File: src/sv/bpc_pkg.sv
// Shared types and constants for the button press classifier.
// No dependencies; imported by button_press_classifier_core and its testbench.
`timescale 1ns / 1ps

package bpc_pkg;

    localparam int unsigned TimeW   = 32;
    localparam int unsigned MsW     = 16;
    localparam int unsigned IdW     = 8;
    localparam int unsigned CfgIdxW = 3;
    localparam int unsigned SDataW  = 40;
    localparam int unsigned MDataW  = 16;

    localparam logic [MsW-1:0]   DebounceRst = 16'd20;
    localparam logic [MsW-1:0]   DoubleRst   = 16'd250;
    localparam logic [MsW-1:0]   HoldRst     = 16'd750;
    localparam logic [TimeW-1:0] TimeRst     = 32'hFFFF_FFFF;

    typedef enum logic [1:0] {
        EV_NONE   = 2'd0,
        EV_SINGLE = 2'd1,
        EV_DOUBLE = 2'd2,
        EV_HOLD   = 2'd3
    } event_t;

    typedef enum logic [CfgIdxW-1:0] {
        REG_DEBOUNCE   = 3'd0,
        REG_DOUBLE_WIN = 3'd1,
        REG_HOLD       = 3'd2,
        REG_IDLE_LEVEL = 3'd3,
        REG_BUTTON_ID  = 3'd4
    } cfg_reg_t;

    // signed (a - b) > k for non-negative k
    function automatic logic diff_gt(input logic [TimeW-1:0] a, input logic [TimeW-1:0] b,
                                     input logic [MsW-1:0] k);
        logic [TimeW-1:0] d;
        d = a - b;
        return !d[TimeW-1] && (d > {{(TimeW-MsW){1'b0}}, k});
    endfunction

    // signed (a - b) >= k for non-negative k
    function automatic logic diff_ge(input logic [TimeW-1:0] a, input logic [TimeW-1:0] b,
                                     input logic [MsW-1:0] k);
        logic [TimeW-1:0] d;
        d = a - b;
        return !d[TimeW-1] && (d >= {{(TimeW-MsW){1'b0}}, k});
    endfunction

endpackage

File: src/sv/button_press_classifier_core.sv
// Path: an accepted sample request is loaded into the input register; its classified event moves
// into the output register when that is free. Throughput: one sample per cycle unless m_tready
// stalls the output stage; the press/release state is updated in the same cycle a sample moves
// to the output register. Reset (aresetn low, synchronous): registers return to 20/250/750/0/0,
// the button state to released-history defaults, both stream stages empty.
// Top level of the button press classifier; depends on bpc_pkg.
`timescale 1ns / 1ps

module button_press_classifier_core (
    input  logic                          aclk,
    input  logic                          aresetn,
    // configuration write channel
    input  logic                          cfg_valid,
    output logic                          cfg_ready,
    input  logic [bpc_pkg::CfgIdxW-1:0]   cfg_index,
    input  logic [bpc_pkg::MsW-1:0]       cfg_data,
    // sample stream
    input  logic                          s_tvalid,
    output logic                          s_tready,
    input  logic [bpc_pkg::SDataW-1:0]    s_tdata,   // [0] level, [32:1] now_ms, rest zero
    // event stream
    output logic                          m_tvalid,
    input  logic                          m_tready,
    output logic [bpc_pkg::MDataW-1:0]    m_tdata    // [1:0] event_res, [9:2] event_button
);
    import bpc_pkg::*;

    // configuration
    logic [MsW-1:0] debounce_reg;
    logic [MsW-1:0] double_win_reg;
    logic [MsW-1:0] hold_reg;
    logic           idle_level_reg;
    logic [IdW-1:0] button_id_reg;

    // input stage
    logic             in_valid_reg;
    logic             in_level_reg;
    logic [TimeW-1:0] in_now_reg;

    // output stage
    logic             out_valid_reg;
    event_t           out_event_reg;
    logic [IdW-1:0]   out_button_reg;

    // button state
    logic             last_level_reg,     last_level_next;
    logic [TimeW-1:0] press_time_reg,     press_time_next;
    logic [TimeW-1:0] release_time_reg,   release_time_next;
    logic             dbl_waiting_reg,    dbl_waiting_next;
    logic             dbl_on_release_reg, dbl_on_release_next;
    logic             single_ok_reg,      single_ok_next;
    logic             ignore_rel_reg,     ignore_rel_next;
    logic             hold_seen_reg,      hold_seen_next;
    event_t           event_next;

    logic out_free;
    logic advance;
    logic pressed;
    logic was_pressed;

    assign cfg_ready = 1'b1;
    assign out_free  = !out_valid_reg || m_tready;
    assign advance   = in_valid_reg && out_free;
    assign s_tready  = !in_valid_reg || out_free;

    assign m_tvalid = out_valid_reg;
    assign m_tdata  = {{(MDataW-IdW-2){1'b0}}, out_button_reg, out_event_reg};

    always_ff @(posedge aclk) begin
        if (!aresetn) begin
            debounce_reg   <= DebounceRst;
            double_win_reg <= DoubleRst;
            hold_reg       <= HoldRst;
            idle_level_reg <= 1'b0;
            button_id_reg  <= '0;
        end else if (cfg_valid && cfg_ready) begin
            case (cfg_reg_t'(cfg_index))
                REG_DEBOUNCE:   debounce_reg   <= cfg_data;
                REG_DOUBLE_WIN: double_win_reg <= cfg_data;
                REG_HOLD:       hold_reg       <= cfg_data;
                REG_IDLE_LEVEL: idle_level_reg <= cfg_data[0];
                REG_BUTTON_ID:  button_id_reg  <= cfg_data[IdW-1:0];
                default: ;
            endcase
        end
    end

    always_ff @(posedge aclk) begin
        if (!aresetn) begin
            in_valid_reg <= 1'b0;
        end else if (s_tready) begin
            in_valid_reg <= s_tvalid;
        end
    end

    always_ff @(posedge aclk) begin
        if (s_tready && s_tvalid) begin
            in_level_reg <= s_tdata[0];
            in_now_reg   <= s_tdata[TimeW:1];
        end
    end

    always_ff @(posedge aclk) begin
        if (!aresetn) begin
            out_valid_reg <= 1'b0;
        end else if (out_free) begin
            out_valid_reg <= in_valid_reg;
        end
    end

    always_ff @(posedge aclk) begin
        if (advance) begin
            out_event_reg  <= event_next;
            out_button_reg <= button_id_reg;
        end
    end

    always_ff @(posedge aclk) begin
        if (!aresetn) begin
            last_level_reg     <= 1'b1;
            press_time_reg     <= TimeRst;
            release_time_reg   <= TimeRst;
            dbl_waiting_reg    <= 1'b0;
            dbl_on_release_reg <= 1'b0;
            single_ok_reg      <= 1'b0;
            ignore_rel_reg     <= 1'b0;
            hold_seen_reg      <= 1'b0;
        end else if (advance) begin
            last_level_reg     <= last_level_next;
            press_time_reg     <= press_time_next;
            release_time_reg   <= release_time_next;
            dbl_waiting_reg    <= dbl_waiting_next;
            dbl_on_release_reg <= dbl_on_release_next;
            single_ok_reg      <= single_ok_next;
            ignore_rel_reg     <= ignore_rel_next;
            hold_seen_reg      <= hold_seen_next;
        end
    end

    assign pressed     = (in_level_reg != idle_level_reg);
    assign was_pressed = (last_level_reg != idle_level_reg);

    always_comb begin
        press_time_next     = press_time_reg;
        release_time_next   = release_time_reg;
        dbl_waiting_next    = dbl_waiting_reg;
        dbl_on_release_next = dbl_on_release_reg;
        single_ok_next      = single_ok_reg;
        ignore_rel_next     = ignore_rel_reg;
        hold_seen_next      = hold_seen_reg;
        last_level_next     = in_level_reg;
        event_next          = EV_NONE;

        // debounced press or release edge
        if (pressed && !was_pressed
                && diff_gt(in_now_reg, release_time_reg, debounce_reg)) begin
            press_time_next = in_now_reg;
            ignore_rel_next = 1'b0;
            single_ok_next  = 1'b1;
            hold_seen_next  = 1'b0;
            if (!diff_ge(in_now_reg, release_time_reg, double_win_reg)
                    && !dbl_on_release_reg && dbl_waiting_reg) begin
                dbl_on_release_next = 1'b1;
            end else begin
                dbl_on_release_next = 1'b0;
                dbl_waiting_next    = 1'b0;
            end
        end else if (!pressed && was_pressed
                && diff_gt(in_now_reg, press_time_reg, debounce_reg)) begin
            if (!ignore_rel_reg) begin
                release_time_next = in_now_reg;
                if (!dbl_on_release_reg) begin
                    dbl_waiting_next = 1'b1;
                end else begin
                    event_next          = EV_DOUBLE;
                    dbl_on_release_next = 1'b0;
                    dbl_waiting_next    = 1'b0;
                    single_ok_next      = 1'b0;
                end
            end
        end

        // single press once the double window has closed
        if (!pressed && diff_ge(in_now_reg, release_time_next, double_win_reg)
                && dbl_waiting_next && !dbl_on_release_next && single_ok_next
                && event_next != EV_DOUBLE) begin
            event_next       = EV_SINGLE;
            dbl_waiting_next = 1'b0;
        end

        // hold fires and re-arms every hold period
        if (pressed && diff_ge(in_now_reg, press_time_next, hold_reg)) begin
            if (!hold_seen_next) begin
                ignore_rel_next     = 1'b1;
                dbl_on_release_next = 1'b0;
                dbl_waiting_next    = 1'b0;
                hold_seen_next      = 1'b1;
            end
            press_time_next = in_now_reg;
            event_next      = EV_HOLD;
        end
    end

`ifndef SYNTHESIS
    a_dbl_needs_wait: assert property (@(posedge aclk) disable iff (!aresetn)
        dbl_on_release_reg |-> dbl_waiting_reg)
        else $error("double-on-release armed without a waiting press");

    a_hold_marks_seen: assert property (@(posedge aclk) disable iff (!aresetn)
        (advance && event_next == EV_HOLD) |=> (hold_seen_reg && ignore_rel_reg))
        else $error("hold event left hold state clear");

    a_empty_out_takes_input: assert property (@(posedge aclk) disable iff (!aresetn)
        !m_tvalid |-> s_tready)
        else $error("input stalled with empty output stage");

    a_output_loaded: assert property (@(posedge aclk) disable iff (!aresetn)
        advance |=> m_tvalid)
        else $error("processed request did not reach output stage");
`endif

endmodule

File: config.mk
export PLATFORM = sky130hd
export DESIGN_NAME = button_press_classifier_core
export DESIGN_NICKNAME = d
export VERILOG_FILES = /design/src/sv/bpc_pkg.sv /design/src/sv/button_press_classifier_core.sv
export SDC_FILE = /design/constraint.sdc
export NUM_CORES = 1
export LEC_CHECK = 0
export BUFFER_PORTS_ARGS = -buffer_cell sky130_fd_sc_hd__clkbuf_2
export CORE_ASPECT_RATIO = 0.9
export CORE_UTILIZATION = 50
export DETAILED_ROUTE_END_ITERATION = 6
export GPL_ROUTABILITY_DRIVEN = 0
export PLACE_DENSITY_LB_ADDON = 0.2
export REMOVE_ABC_BUFFERS = 1
export SLEW_MARGIN = 30
export SYNTH_ARGS = -nofsm -noshare
export SYNTH_HDL_FRONTEND = slang
export SYNTH_SLANG_ARGS = --single-unit
File: constraint.sdc
create_clock -name aclk -period 17.2 [get_ports aclk]
set_clock_uncertainty 0.15 [all_clocks]
set_input_delay 0.86 -clock aclk [delete_from_list [all_inputs] [get_ports aclk]]
set_output_delay 0.86 -clock aclk [all_outputs]
set_load 0.05 [all_outputs]
# ---- Yosys cells after proc, flatten, opt, wreduce, memory -nomap -nowiden
# Cells that the tools add are included.
dict set report totals {
  word_cells 108
  out_inout_bits 19
  input_bits 64
  register_bits 172
}
dict set report classes {
  n_addsub 4
  reduce_logical 39
  order_cmp 5
  n_eq_ne 7
  n_mux 33
}
# cell n
set ops {}
lappend ops {{32-bit two-way mux} 5}
lappend ops {{32-bit subtractor} 4}
lappend ops {{32-bit by 16-bit >= comparator with 1-bit output} 3}
lappend ops {{32-bit by 16-bit > comparator with 1-bit output} 2}
lappend ops {{1-bit two-way mux} 23}
lappend ops {{1-bit logical AND} 19}
lappend ops {{1-bit logical NOT} 11}
lappend ops {{2-bit two-way mux} 5}
lappend ops {{2-bit AND reduction} 5}
lappend ops {{3-bit by 2-bit equality test with 1-bit output (second input constant)} 2}
lappend ops {{3-bit by 1-bit equality test with 1-bit output (second input constant)} 1}
lappend ops {{3-bit equality test (second input constant)} 1}
lappend ops {{3-bit logical NOT} 1}
lappend ops {{1-bit logical OR} 2}
lappend ops {{1-bit inequality test} 2}
lappend ops {{2-bit inequality test (second input constant)} 1}
lappend ops {{2-bit OR reduction} 1}

# ---- Depth between registers and ports, before layout
# Gate-level depths: netlist (run 1).
dict set report depth {
  word_depth 17
  ltp_mapped 52
  mapped_depth_nobuf 48
}

# ---- Worst setup path after synthesis (run 1)
# No wires, ideal clock.
dict set report synth_timing {
  kind {register -> register}
  startpoint {reg in_now_reg[1]}
  endpoint {reg press_time_reg[27]}
  t_arrival_ns 8.768
  path_buffers 5
  slack_ns 8.152
  stages_incl_launch_ff 44
  setup_time_ns 0.129
  t_required_ns 16.921
  period_less_slack_ns 9.048
  cell_sequence {edfxtp_1 -> ha_1 -> nor2b_1 -> o21ai_0 -> a21boi_0 -> o21a_1 -> o211ai_1 -> nand2_1 -> o41ai_1 -> xnor2_1 -> ha_1 -> nand4_1 -> nor3_1 -> a22oi_1 -> o221ai_2 -> buf_2 -> inv_1 -> clkbuf_1 -> (+8 left out) -> o211ai_1 -> o21ai_0 -> nand2b_1 -> xnor2_1 -> ha_1 -> and4_1 -> a211oi_1 -> o2111ai_1 -> a311o_1 -> a2111oi_0 -> o2111ai_1 -> o41ai_1 -> nor3_2 -> o21ai_1 -> buf_4 -> buf_4 -> mux2i_1 -> nand2_1}
}
dict set report synth_between {
  elab_chain_len 10
  word_cells_on_any_way 12
  cone_classes {2 x add/sub; 2 x order compare; 2 x mux; 6 x reduce/logical}
}
# item line
set synth_rtl {}
lappend synth_rtl {{start: declaration} button_press_classifier_core.sv:38} ;# logic [TimeW-1:0] in_now_reg;
lappend synth_rtl {{start signal: assignment} button_press_classifier_core.sv:99} ;# in_now_reg <= s_tdata[TimeW:1];
lappend synth_rtl {{32-bit subtractor} bpc_pkg.sv:38} ;# d = a - b;
lappend synth_rtl {{32-bit by 16-bit > comparator with 1-bit output or 1-bit logical NOT (tied branches)} bpc_pkg.sv:39} ;# return !d[TimeW-1] && (d > {{(TimeW-MsW){1'b0}}, k});
lappend synth_rtl {{1-bit logical AND} bpc_pkg.sv:39}
lappend synth_rtl {{1-bit logical AND} button_press_classifier_core.sv:156} ;# && diff_gt(in_now_reg, release_time_reg, debounce_reg)) begin
lappend synth_rtl {{32-bit two-way mux} button_press_classifier_core.sv:155} ;# if (pressed && !was_pressed
lappend synth_rtl {{32-bit subtractor} bpc_pkg.sv:46} ;# d = a - b;
lappend synth_rtl {{32-bit by 16-bit >= comparator with 1-bit output or 1-bit logical NOT (tied branches)} bpc_pkg.sv:47} ;# return !d[TimeW-1] && (d >= {{(TimeW-MsW){1'b0}}, k});
lappend synth_rtl {{1-bit logical AND} bpc_pkg.sv:47}
lappend synth_rtl {{1-bit logical AND} button_press_classifier_core.sv:192} ;# if (pressed && diff_ge(in_now_reg, press_time_next, hold_reg)) begin
lappend synth_rtl {{32-bit two-way mux (*)} button_press_classifier_core.sv:192}
lappend synth_rtl {{end signal: assignment} button_press_classifier_core.sv:121} ;# press_time_reg <= TimeRst;
lappend synth_rtl {{end signal: assignment} button_press_classifier_core.sv:130} ;# press_time_reg <= press_time_next;
lappend synth_rtl {{end: declaration} button_press_classifier_core.sv:47} ;# logic [TimeW-1:0] press_time_reg, press_time_next;
# Mark *: on every way between the ends. The rest lies on a longest branch, timed or not.
# A chain may end at the register's enable or synchronous reset.

# ---- Worst setup path in the final report (run 1)
dict set report layout_timing {
  startpoint {reg in_now_reg[1]}
  endpoint {reg press_time_reg[2]}
}
# Same word-level chain as after synthesis.

==> results of run 1 <==
==> final cells by class <==
type / instances / area [µm²]
sequential: 172 / 3870
fill: 2907 / 14000
multi-input combinational: 1613 / 11100
tap: 409 / 512
clock inverter: 14 / 149
timing repair buffer: 75 / 395
inverter: 165 / 619
clock buffer: 18 / 429
==> metrics by stage <==
| stage | cells | instance area, µm² |
|---|---|---|
| global route | 2466 | 17000 |
| CTS | 2466 | 17000 |
| floorplan | 1950 | 15500 |
| finish | 2466 | 17000 |
| detailed placement | 2434 | 16500 |
| global placement | 2434 | 16400 |
==> cell usage in the layout (no fill, tap or decap), types with 17 or more instances in the layout <==
cell,netlist,layout
ha_1,201,201
nor2_1,143,142
o211ai_1,61,61
xor2_1,22,22
a21o_1,51,51
o21ai_0,88,88
o21a_1,27,27
inv_1,164,163
dfxtp_1,129,129
nand2b_1,37,36
nand2_1,255,255
nand3_1,36,36
xnor2_1,52,52
a21oi_1,177,177
a21boi_0,50,50
nand4_1,22,22
clkbuf_2,0,67
nor2b_1,38,38
mux2i_1,64,64
a31oi_1,17,17
clkbuf_16,0,17
nor3_1,35,35
edfxtp_1,43,43
==> critical path: cells and delay by family, from the launching register on <==
family / cells / cell delay (ns)
compound gates: 21 / 5.99
xor+xnor: 2 / 0.53
fa+ha+maj: 4 / 1.28
buf+inv: 3 / 1.15
flops: 1 / 0.57
mux: 1 / 0.26
simple gates: 10 / 1.15
==> path summary, 6_finish.rpt <==
kind                    startpoint                 to  slack (ns)
setup / recovery     in_now_reg[1]  press_time_reg[2]        5.88
hold / removal    button_id_reg[4]  out_button_reg[4]        0.28
setup reg to reg     in_now_reg[1]  press_time_reg[2]        5.88
hold reg to reg   button_id_reg[4]  out_button_reg[4]        0.28
==> where the power goes <==
group          internal (µW)  switching (µW)
Clock                    194             197
Sequential               433            22.2
Combinational            186             281
Total                    812             500
==> cell families (layout without fill, tap and decap cells) <==
group / after synthesis / in the layout
AND/OR/NAND/NOR: 641 / 641
AO/OA/AOI/OAI: 618 / 618
buffers and inverters: 243 / 272
adder cells (fa/ha/maj): 207 / 207
flip-flops: 172 / 172
XOR/XNOR: 74 / 74
multiplexers: 66 / 66
other: 2 / 7
==> per-layer routing <==
layer  up-vias  GRT usage (%)  wire [µm]
met3        54           4.90       4400
li1       7308              -          -
met1      6894           44.1      22700
met5         -              0          0
met2       662           41.0      18600
met4         0           7.08        691
==> summary.md, run 1 <==
| Metric | Value |
|---|---|
| Outcome | finished, final reports clean |
| Hold WS | 0.283 ns |
| CP max stage delay | 0.62 ns |
| Period utilisation layout | 65.8% |
| Gate count of the mapped netlist | 2023 |
| CP Max Fanout | 59 |
| Global-route usage over all layers | 28.8% |
| Post-detailed-route count of antenna-violating nets | 0 |
| Leak Pwr | 0.00815 µW |
| Proportion of layout cells with a drive suffix above 1 | 6.71% |
| Net count reported at finish | 2313 |
| Arrival time of the worst setup path | 11.49 ns |
| DRC Markers | 0 |
| Largest area contributor in the netlist | dfxtp_1 |
| Number of distinct library cells after synthesis | 89 |
| Post-Synth XOR/XNOR Area | 4.08% |
| Share of cell area taken by muxes after synthesis | 4.18% |
| # Post-CTS Setup Buffers | 0 |
| Max Slew Vio Count | 0 |
| Initial detailed-routing violation count | 1851 |
| Biggest area contributors in the synthesized netlist | dfxtp_1 (16%), ha_1 (16%), edfxtp_1 (8.1%) |
| Final sum of negative setup slack | 0 ns |
| CP endpoint kind | flop |
| Site Rows | 61 |
| Master of the slowest instance on the critical path | o41ai_2 |
| DIE WIDTH | 190 µm |
| Seq/Total Area, Yosys | 24.4% |
| Average via count per standard cell | 6.05 |
| Cell Area, Synth | 0.0159 mm² |
| Cells on worst reg2reg path | 41 |
| Worst Path Required | 17.37 ns |
| Average instance area after synthesis | 7.85 µm² |
| Final setup vio count | 0 |
| Leading cell type by number of instances after synthesis | nand2_1 |
| Tot Pwr | 1310 µW |
| Number of buffers added by the clock tree synthesis step | 17 |
| Dominant register cell in the synthesized netlist | dfxtp_1 |
| Core footprint | 0.0311 mm² |
| Fraction of the mapped netlist area in adder cells | 16.5% |
| Global-route wire length before repair | 72.3 mm |
| Critical path launch point type | flop |
| Clock tree sinks | 172 |
| Setup slack of the critical path after layout | 5.88 ns |
| Clk_lat worst skew | 0.48 ns |
| Count of instances resized after the clock tree is built | 0 |
| Top-Level Pins | 83 |
| Share of the synthesized area in the top cell type | 16.3% |
| Post-DP HPWL | 35.6 mm |
| Hold buffer count at CTS | 0 |
| Starting density of the core | 51.1% |
| Pin slew with the least headroom to its limit | 0.883 ns |
| Max Freq | 88.3 MHz |
| Dominant combinational cell family by area after synthesis | compound AO/OA/AOI/OAI gates |
| Setup repair after global routing missed its margin | no |
| Die Ht | 171 µm |
| Vias in the first global route | 13400 |
| Max-cap violations | 0 |
| Number of detailed-routing iterations run before antenna repair | 6 |
| Clock tree from TritonCTS | done |
| Type of the tightest min-delay check | flop to flop |
| Final routed wire length divided by cell count | 18.8 µm |
| Synthesized-area fraction occupied by ao, oa, aoi and oai cells | 25.8% |
| Synth top cells by count | nand2_1 (255), ha_1 (201), a21oi_1 (177) |
| Critical path class | flop to flop |
| Number of antenna violations at the first check in global routing | 0 |
| Total die area | 0.0325 mm² |
| Number of diodes | 0 |
| Clock slew seen by the registers of the worst setup and hold paths | 0.07 ns |
| Worst setup timing slack at the placement stage | 6.06 ns |
| Number of synthesized register bits | 172 |
| Total Routed Length | 46.4 mm |
| Depth of the worst hold-timing path | 0 |
| Crit path time final | 11.32 ns |
| Clock root buffer | clkbuf_16 |
| Longest Clk Path Bufs | 2 |
| Number of enable flip-flop cells after synthesis | 43 |
| Largest net degree at the start of global routing | 83 |
| Fraction of synthesis flops using an asynchronous set or reset pin | 0% |
| Worst vdd rail ir drop | 0.0000835 V |
| Layout Utilization | 54.8% |
| GR Overflow Total | 0 |
| Relative slew slack | 41.2% |
| H-tree levels | 4 |
| Area share of and/or/nand/nor cells after synthesis | 18.8% |
| # port buffers | 68 |
| Number of failing hold endpoints at the final stage | 0 |
| Dominant cell type by count on the critical path | ha_1 |
| Via count | 14900 |
| Power density over the cells | 77.0 mW/mm² |
| Relative area change from synthesis to final layout | 7.31% |
| Count of warnings emitted by yosys | 0 |
Note: power is estimated with default switching activity, not from simulation.
==> inputs of run 2 (changes only) <==
clock period = 11.5 ns   (was 17.2 ns; I/O delays follow)
==> run 2 against run 1 <==
Sequential cell count unchanged. Critical path type unchanged. Highest routed layer unchanged. Final area is 0.96% higher. Setup slack got worse by 5.1 ns. Sequential power rose by 48%. Largest cell class unchanged. First-iteration DRC count is 1.8% lower. Register-to-register slack got worse by 5.1 ns. Hold slack worse by 0.16 ns. Total power rose by 53%.
==> summary.md, run 2 (same netlist as run 1, synthesis figures left out) <==
| Metric | Value |
|---|---|
| Outcome | finished, final reports clean (unchanged) |
| Number of antenna violations at the first check in global routing | 0 (unchanged) |
| Final sum of negative setup slack | 0 ns (unchanged) |
| Power density over the cells | 117 mW/mm² (was 77.0 mW/mm²) |
| Worst setup timing slack at the placement stage | 1.08 ns (was 6.06 ns) |
| Hold buffer count at CTS | 0 (unchanged) |
| Count of instances resized after the clock tree is built | 0 (unchanged) |
| FF-to-FF Start | in_now_reg[1] (unchanged) |
| Arrival time of the worst setup path | 10.86 ns (was 11.49 ns) |
| Starting density of the core | 51.1% (unchanged) |
| # Post-CTS Setup Buffers | 0 (unchanged) |
| Worst vdd rail ir drop | 0.000102 V (was 0.0000835 V) |
| Cells on worst reg2reg path | 38 (was 41) |
| Depth of the worst hold-timing path | 1 (was 0) |
| Wire length on met1 | 23.1 mm (was 22.7 mm) |
| Post-detailed-route count of antenna-violating nets | 0 (unchanged) |
| Net count reported at finish | 2327 (was 2313) |
| Cell family with most CP delay | compound AO/OA/AOI/OAI gates (unchanged) |
| Part of the power in registers | 33.4% (was 34.7%) |
| Initial detailed-routing violation count | 1818 (was 1851) |
| Sw frac | 38.8% (was 38.1%) |
| Max Slew Vio Count | 0 (unchanged) |
| Clk_lat worst skew | 0.47 ns (was 0.48 ns) |
| CP endpoint kind | flop (unchanged) |
| Fill count | 2843 (was 2907) |
| Clock root buffer | clkbuf_16 (unchanged) |
| Setup repair after global routing missed its margin | no (unchanged) |
| CP max stage delay | 0.59 ns (was 0.62 ns) |
| Hold path endpoint | in_now_reg[23] (was out_button_reg[4]) |
| Critical path class | flop to flop (unchanged) |
| Max-cap violations | 0 (unchanged) |
| Dominant cell type by count on the critical path | a21oi_1 (was ha_1) |
| Most common cell after layout, fill and taps aside | nand2_1 (unchanged) |
| Master of the slowest instance on the critical path | o41ai_1 (was o41ai_2) |
| Number of diodes | 0 (unchanged) |
| DIE WIDTH | 190 µm (unchanged) |
| CP bufs+invs | 3 (unchanged) |
| Period utilisation layout | 92.9% (was 65.8%) |
| Clock slew seen by the registers of the worst setup and hold paths | 0.09 ns (was 0.07 ns) |
| Site Rows | 61 (unchanged) |
| Crit path time final | 10.69 ns (was 11.32 ns) |
| First element of the critical path | in_now_reg[1] (unchanged) |
| Final routed wire length divided by cell count | 19.0 µm (was 18.8 µm) |
| Global-route wire length before repair | 73.8 mm (was 72.3 mm) |
| Core footprint | 0.0311 mm² (unchanged) |
| Vias in the first global route | 13900 (was 13400) |
| Average via count per standard cell | 6.09 (was 6.05) |
| Relative slew slack | 41.9% (was 41.2%) |
| Number of non-filler instances in the completed layout | 2480 (was 2466) |
| Clock tree from TritonCTS | done (unchanged) |
| Number of failing hold endpoints at the final stage | 0 (unchanged) |
| Global-route usage over all layers | 29.2% (was 28.8%) |
| Type of the tightest min-delay check | input port to flop (was flop to flop) |
| Footprint of the multi-input gates | 0.0111 mm² (about the same) |
| H-tree levels | 4 (unchanged) |
| Flip-flop and latch area | 0.00387 mm² (unchanged) |
| Top-Level Pins | 83 (unchanged) |
| Critical path launch point type | flop (unchanged) |
| Layout Utilization | 55.4% (was 54.8%) |
| GR Overflow Total | 0 (unchanged) |
| Instance count after placement with tap cells included | 2448 (was 2434) |
| Switching power | 781 µW (was 500 µW) |
| Via count | 15100 (was 14900) |
| Setup slack of the critical path after layout | 0.812 ns (was 5.88 ns) |
| Most frequent cells in the layout | nand2_1 (255), ha_1 (201), a21oi_1 (177) (unchanged) |
| R2R Path End | press_time_reg[15] (was press_time_reg[2]) |
| Share of power burned in the clock network | 31.2% (was 29.8%) |
| Worst Path Required | 11.67 ns (was 17.37 ns) |
| Total Routed Length | 47.0 mm (was 46.4 mm) |
| # port buffers | 68 (unchanged) |
| DRC Markers | 0 (unchanged) |
| Proportion of layout cells with a drive suffix above 1 | 7.34% (was 6.71%) |
| Internal power summed over all cells | 1230 µW (was 812 µW) |
| Met3 Routed Length | 4.68 mm (was 4.40 mm) |
| Number of buffers added by the clock tree synthesis step | 17 (unchanged) |
| Relative area change from synthesis to final layout | 8.35% (was 7.31%) |
| Longest Clk Path Bufs | 2 (unchanged) |
| Die Ht | 171 µm (unchanged) |
| Detailed route wirelength on metal2 | 18.4 mm (was 18.6 mm) |
| Leak Pwr | 0.00823 µW (was 0.00815 µW) |
| CP Max Fanout | 47 (was 59) |
| Combinational share of power | 35.4% (was 35.6%) |
| Max Freq | 93.6 MHz (was 88.3 MHz) |
| Worst Min Path Start | s_tdata[24] (was button_id_reg[4]) |
| Minimum setup slack among reg-to-reg paths | 0.81 ns (was 5.88 ns) |
| Pin slew with the least headroom to its limit | 0.871 ns (was 0.883 ns) |
| Post-DP HPWL | 36.3 mm (was 35.6 mm) |
| Largest net degree at the start of global routing | 89 (was 83) |
| Top sig layer | met4 (unchanged) |
| Clock tree sinks | 172 (unchanged) |
| Final setup vio count | 0 (unchanged) |
| Total die area | 0.0325 mm² (unchanged) |
| Number of detailed-routing iterations run before antenna repair | 6 (unchanged) |
## run 2: cell types whose count changed in the layout (fill, tap and decap cells not counted)
| cell | delta |
|---|---|
| buf_4 | +13 |
| inv_12 | +4 |
| clkinv_8 | +2 |
| inv_4 | -2 |
| inv_8 | -2 |
| buf_12 | +1 |
| clkbuf_1 | -1 |
| clkinv_2 | -1 |
| o41ai_1 | +1 |
| o41ai_2 | -1 |
## run 2: per-stage QoR
stage / cell area (µm²) / hold WS (ns) / total power (µW)
after CTS: 17200 / 0.110 / 2010
after global placement: 16600 / 0.261 / 1360
after floorplan: 15500 / 0.258 / 1190
final: 17200 / 0.127 / 2010
after global routing: 17200 / 0.112 / 2120
after detailed placement: 16600 / 0.265 / 1380
## run 2: final cells by class
cell class | count | area share, %
Timing Repair Buffer | 89 | 2.98
Clock inverter | 15 | 1.20
Tap cell | 409 | 2.98
Multi-Input combinational cell | 1613 | 64.2
Sequential cell | 172 | 22.5
Inverter | 165 | 3.60
Clock buffer | 17 | 2.47
## run 2: worst max-delay path by stage
stage / endpoint / slack [ns] / depth (start not counted)
global placement: press_time_reg[4] / 1.28 / 44
floorplan: press_time_reg[10] / 0.45 / 46
global route: press_time_reg[13] / 0.07 / 38
CTS: press_time_reg[15] / 0.99 / 38
detailed placement: press_time_reg[15] / 1.08 / 38
finish: press_time_reg[15] / 0.81 / 38
## run 2: power by group through the flow
| stage | sequential (µW) | combinational [µW] | clock [µW] |
|---|---|---|---|
| detailed placement | 686 | 691 | 0 |
| global placement | 685 | 674 | 0 |
| floorplan | 686 | 501 | 0 |
| global route | 676 | 790 | 657 |
| finish | 673 | 713 | 627 |
| CTS | 672 | 696 | 637 |
## run 2: per-layer routing
layer,up-vias,GRT usage [%]
met3,78,6.19
met5,-,0
li1,7345,-
met1,7001,44.3
met2,669,40.9
met4,0,7.92
